**src/design/mdq_pkg.sv**
```systemverilog
// Shared types and codes of the multi-deque manager.
// Used by the controller, the datapath, the top level and the checker.
package mdq_pkg;

   localparam int REQ_DATA_W = 48;
   localparam int REQ_USER_W = 2;
   localparam int RSP_DATA_W = 32;
   localparam int RSP_USER_W = 2;
   localparam int QIN_W      = 8;
   localparam int VAL_W      = 31;

   localparam logic [1:0] OPC_PUSH  = 2'd0;
   localparam logic [1:0] OPC_POP   = 2'd1;
   localparam logic [1:0] OPC_MERGE = 2'd2;

   localparam logic [1:0] STS_OK    = 2'd0;
   localparam logic [1:0] STS_EMPTY = 2'd1;
   localparam logic [1:0] STS_FULL  = 2'd2;
   localparam logic [1:0] STS_SAME  = 2'd3;

   typedef enum logic [3:0] {
      ST_CLEAR, ST_IDLE, ST_RD_A, ST_RD_B, ST_DECIDE, ST_PUSH_FREE, ST_PUSH_LINK,
      ST_PUSH_FIX, ST_POP_RD, ST_POP_FREE, ST_REV_RD, ST_REV_WR, ST_MERGE_LINK,
      ST_MERGE_CLR, ST_DONE
   } mdq_state_type;

   typedef enum logic [3:0] {
      CMD_NOP, CMD_CLEAR, CMD_ACCEPT, CMD_RD_A, CMD_RD_B, CMD_DECIDE, CMD_PUSH_FREE,
      CMD_PUSH_LINK, CMD_PUSH_FIX, CMD_POP_RD, CMD_POP_FREE, CMD_REV_RD, CMD_REV_WR,
      CMD_MERGE_LINK, CMD_MERGE_CLR, CMD_RESULT
   } mdq_cmd_type;

   typedef struct packed {
      mdq_cmd_type cmd;
      logic        req_ready;
   } mdq_ctl_type;

   typedef struct packed {
      logic       clr_last;
      logic       rsp_free;
      logic [1:0] opcode;
      logic       at_back;
      logic       same_q;
      logic       pop_empty;
      logic       b_empty;
      logic       have_rec;
      logic       have_fresh;
      logic       walk_end;
   } mdq_sts_type;

endpackage

```
**src/design/mdq_ctrl.sv**
```systemverilog
// Sequencer of the multi-deque manager: steps each transaction through its
// memory accesses. Depends on mdq_pkg.
module mdq_ctrl (
   input  logic                clock,
   input  logic                reset,
   input  logic                req_tvalid,
   input  mdq_pkg::mdq_sts_type sts,
   output mdq_pkg::mdq_ctl_type ctl
);
   import mdq_pkg::*;

   mdq_state_type state_ff, state_in;

   always_ff @(posedge clock) begin
      if (reset) begin
         state_ff <= ST_CLEAR;
      end else begin
         state_ff <= state_in;
      end
   end

   always_comb begin
      state_in = state_ff;
      unique case (state_ff)
         ST_CLEAR:      if (sts.clr_last) state_in = ST_IDLE;
         ST_IDLE:       if (req_tvalid) state_in = ST_RD_A;
         ST_RD_A:       state_in = ST_RD_B;
         ST_RD_B:       state_in = ST_DECIDE;
         ST_DECIDE: begin
            case (sts.opcode)
               OPC_PUSH: begin
                  if (sts.have_rec) state_in = ST_PUSH_FREE;
                  else if (sts.have_fresh) state_in = ST_PUSH_LINK;
                  else state_in = ST_DONE;
               end
               OPC_POP:  state_in = sts.pop_empty ? ST_DONE : ST_POP_RD;
               OPC_MERGE: begin
                  if (sts.same_q || sts.b_empty) state_in = ST_DONE;
                  else if (sts.at_back) state_in = ST_REV_RD;
                  else state_in = ST_MERGE_LINK;
               end
               default:  state_in = ST_DONE;
            endcase
         end
         ST_PUSH_FREE:  state_in = ST_PUSH_LINK;
         ST_PUSH_LINK:  state_in = ST_PUSH_FIX;
         ST_PUSH_FIX:   state_in = ST_DONE;
         ST_POP_RD:     state_in = ST_POP_FREE;
         ST_POP_FREE:   state_in = ST_DONE;
         ST_REV_RD:     state_in = ST_REV_WR;
         ST_REV_WR:     state_in = sts.walk_end ? ST_MERGE_LINK : ST_REV_RD;
         ST_MERGE_LINK: state_in = ST_MERGE_CLR;
         ST_MERGE_CLR:  state_in = ST_DONE;
         ST_DONE:       if (sts.rsp_free) state_in = ST_IDLE;
         default:       state_in = ST_IDLE;
      endcase
   end

   always_comb begin
      ctl.req_ready = 1'b0;
      ctl.cmd       = CMD_NOP;
      unique case (state_ff)
         ST_CLEAR:      ctl.cmd = CMD_CLEAR;
         ST_IDLE: begin
            ctl.cmd       = CMD_ACCEPT;
            ctl.req_ready = 1'b1;
         end
         ST_RD_A:       ctl.cmd = CMD_RD_A;
         ST_RD_B:       ctl.cmd = CMD_RD_B;
         ST_DECIDE:     ctl.cmd = CMD_DECIDE;
         ST_PUSH_FREE:  ctl.cmd = CMD_PUSH_FREE;
         ST_PUSH_LINK:  ctl.cmd = CMD_PUSH_LINK;
         ST_PUSH_FIX:   ctl.cmd = CMD_PUSH_FIX;
         ST_POP_RD:     ctl.cmd = CMD_POP_RD;
         ST_POP_FREE:   ctl.cmd = CMD_POP_FREE;
         ST_REV_RD:     ctl.cmd = CMD_REV_RD;
         ST_REV_WR:     ctl.cmd = CMD_REV_WR;
         ST_MERGE_LINK: ctl.cmd = CMD_MERGE_LINK;
         ST_MERGE_CLR:  ctl.cmd = CMD_MERGE_CLR;
         ST_DONE:       ctl.cmd = CMD_RESULT;
         default:       ctl.cmd = CMD_NOP;
      endcase
   end

endmodule

```
**config.mk**
```make
export PLATFORM = sky130hd
export DESIGN_NAME = mdq_ctrl
export DESIGN_NICKNAME = d
export VERILOG_FILES = /design/src/design/mdq_pkg.sv /design/src/design/mdq_ctrl.sv
export SDC_FILE = /design/constraint.sdc
export NUM_CORES = 1
export LEC_CHECK = 0
export ABC_AREA = 1
export BUFFER_PORTS_ARGS = -buffer_cell sky130_fd_sc_hd__buf_4
export CAP_MARGIN = 25
export CORE_AREA = 2 2 39 41
export CTS_CLUSTER_DIAMETER = 120
export DETAILED_ROUTE_END_ITERATION = 12
export DIE_AREA = 0 0 41 43
export GPL_TIMING_DRIVEN = 1
export PLACE_DENSITY = 0.66
export SETUP_SLACK_MARGIN = 0.3
export SYNTH_ARGS = -nofsm -noshare
export SYNTH_HDL_FRONTEND = slang
export SYNTH_SLANG_ARGS = --single-unit
export TNS_END_PERCENT = 20
```
**constraint.sdc**
```tcl
create_clock -name clock -period 2.33 [get_ports clock]
set_input_delay 0.233 -clock clock [delete_from_list [all_inputs] [get_ports clock]]
set_output_delay 0.233 -clock clock [all_outputs]
set_load 0.02 [all_outputs]
```
==> flow_metrics.env <==
export IMPL_grt_pass1_vias=541
export IMPL_switching_share_pct=48.4
export IMPL_maxSlewHeadroom_pct=83.1
export IMPL_p_switching_mw=0.250
export IMPL_status="completed"
export IMPL_rrSetupSlack_ns=1.11
export IMPL_via_per_inst=4.57
export IMPL_r2r_start="state_ff[0]"
export IMPL_ios=19
export IMPL_place_ws_ns=1.07
export IMPL_cts_tree="done"
export IMPL_routed_wl_um=1200
export IMPL_synth_cell_types=19
export IMPL_grt_ovfl_total=0
export IMPL_finalHoldViolCount=0
export IMPL_cts_hold_buf=0
export IMPL_skew_ns=0.000801
export IMPL_p_per_area_mw_per_mm2=727
export IMPL_p_int_mw=0.266
export IMPL_power_leakage_nw=0.450
export IMPL_regMostFlops="state_ff"
export IMPL_layout_common_cells="nand2_1, buf_4, inv_1, nor2_1, nand3_1"
export IMPL_antenna_found_initial=0
export IMPL_fin_nets=140
export IMPL_holdPathEnd="state_ff[0]"
export IMPL_drt_iter0_markers=20
export IMPL_crit_arrival_ns=1.24
export IMPL_ys_seq_area_share_pct=15.1
export IMPL_finalPower_mw=0.516
export IMPL_finalCriticalPeriod_ns=1.47
export IMPL_grt_max_degree=9
export IMPL_worstHoldPathType="in -> reg"
export IMPL_die_y_um=43
export IMPL_postSynthCellCount=99
export IMPL_p_comb_share_pct=60.4
export IMPL_h_tree_depth=1
export IMPL_routedWlPerCell_um=8.85
export IMPL_largest_reg_flops=4
export IMPL_cts_max_path_buffers=2
export IMPL_start_util_pct=38.4
export IMPL_clkLatencyLatePin_ns=0.24
export IMPL_max_freq_mhz=679
export IMPL_grt_pass1_wl_um=2140
export IMPL_coreArea_mm2=0.00138
export IMPL_finalWorstSetupSlack_ns=0.857
export IMPL_diodes=0
export IMPL_critPathMaxFanout=7
export IMPL_drc_errors=0
export IMPL_cts_buffers=3
export IMPL_syn_nets=117
export IMPL_endpoint_kind="primary output"
export IMPL_gp_congestion=0.792
export IMPL_cp_required_ns=2.10
export IMPL_ant_nets=0
export IMPL_slew_viol_final=0
export IMPL_root_buffer="clkbuf_4"
export IMPL_ir_drop_uv=384
export IMPL_syn2layout_area_growth_pct=33.4
export IMPL_critPathKind="reg -> out"
export IMPL_synth_edf_count=0
export IMPL_cts_setup_buffers=0
export IMPL_clkSinkCount=4
export IMPL_holdWs_ns=0.165
export IMPL_pwr_share_seq_pct=22.4
export IMPL_synth_seq_cells=4
export IMPL_syn_avg_cell_area_um2=5.37
export IMPL_ys_warnings_count=0
export IMPL_vias=622
export IMPL_drt_first_pass_iters=4
export IMPL_clk_pin_slew_ns=0.04
export IMPL_rsz0062_at_grt="no"
export IMPL_dp_hpwl_um=1000
export IMPL_die_w_um=41
export IMPL_synth_main_ff_cell="dfxtp_1"
export IMPL_min_path_cells=2
export IMPL_crit_path_start_kind="flop"
export IMPL_post_route_util_pct=51.3
export IMPL_port_buffers=18
export IMPL_synthArstFlopShare_pct=0
export IMPL_tightest_slew_ns=0.253
export IMPL_cts_resized_gates=0
export IMPL_grt_util_all_layers_pct=17.2
export IMPL_r2r_cells=7
export IMPL_top_regs="state_ff (4)"
export IMPL_final_setup_viol_count=0
export IMPL_fillers=145
export IMPL_worst_hold_startpoint="reset"
export IMPL_finalSetupTns_ns=0
export IMPL_drv_cap=0
export IMPL_timing_final_crit_share_pct=63.2
export IMPL_drive_gt1_share_pct=25.8
export IMPL_final_common_cell="nand2_1"
export IMPL_fp_dieArea_mm2=0.00176
export IMPL_rr_endpoint="state_ff[0]"
export IMPL_syn_cell_area_um2=532
export IMPL_clkPwrFrac_pct=17.2
export IMPL_fp_row_count=14
==> cell usage after synthesis (2+ instances only) <==
cell,number,share of area (%)
nand2_1,31,22
inv_2,3,2.1
nor2_1,16,11
nand2_2,2,2.4
ha_1,4,9.4
nand3_1,6,5.6
a21oi_1,2,1.9
o21ai_0,4,3.8
nor2_2,2,2.4
dfxtp_1,4,15
inv_1,17,12
==> through the flow <==
stage                     cells  area [um2]
after global routing        136         709
after detailed placement    133         687
after floorplan              99         532
final                       136         709
after global placement      133         687
after CTS                   136         709
==> final cells by class <==
type | instances | area [um2] | area share, %
Tap cell | 16 | 20.0 | 2.82
Sequential cell | 4 | 80.1 | 11.3
Timing Repair Buffer | 18 | 135 | 19.0
Inverter | 20 | 75.1 | 10.6
Multi-Input combinational cell | 75 | 377 | 53.1
Clock buffer | 3 | 22.5 | 3.17
==> worst max-delay path, cell delays in order (launching register included) <==
cell	delay, ns
dfxtp_1	0.45
nand2_1	0.13
inv_1	0.09
nand2_1	0.06
nand2_1	0.06
nand2_1	0.05
buf_4	0.15
==> cells by family after synthesis <==
logic type / Yosys count / share of synthesized area [%]
adder cells (fa/ha/maj): 4 / 9.41
buffers and inverters: 20 / 14.1
AND/OR/NAND/NOR: 61 / 50.4
flip-flops: 4 / 15.1
AO/OA/AOI/OAI: 10 / 11.1
==> worst max-delay path by stage <==
stage / from / endpoint / slack [ns] / cells past startpoint
after floorplan: state_ff[0] / state_ff[1] / 1.11 / 9
after global placement: sts[7] / state_ff[1] / 1.08 / 11
after detailed placement: sts[7] / state_ff[1] / 1.07 / 11
after CTS: state_ff[0] / ctl[4] / 0.86 / 6
after global routing: state_ff[0] / ctl[4] / 0.75 / 6
final: state_ff[0] / ctl[4] / 0.86 / 6
==> power groups by stage <==
stage	combinational, mW	clock, mW	sequential (mW)
after global routing	0.355	0.102	0.119
after CTS	0.315	0.0905	0.114
after global placement	0.314	0	0.117
after floorplan	0.217	0	0.108
after detailed placement	0.313	0	0.116
final	0.312	0.0888	0.115
==> metal layers <==
layer / wire [um] / up-vias / global-route usage, %
li1: - / 342 / -
met1: 587 / 262 / 25.2
met2: 550 / 18 / 24.4
met3: 65 / 0 / 3.14
met4: 0 / 0 / 6.00
met5: 0 / - / 0
Note: power is estimated with default switching activity, not from simulation.
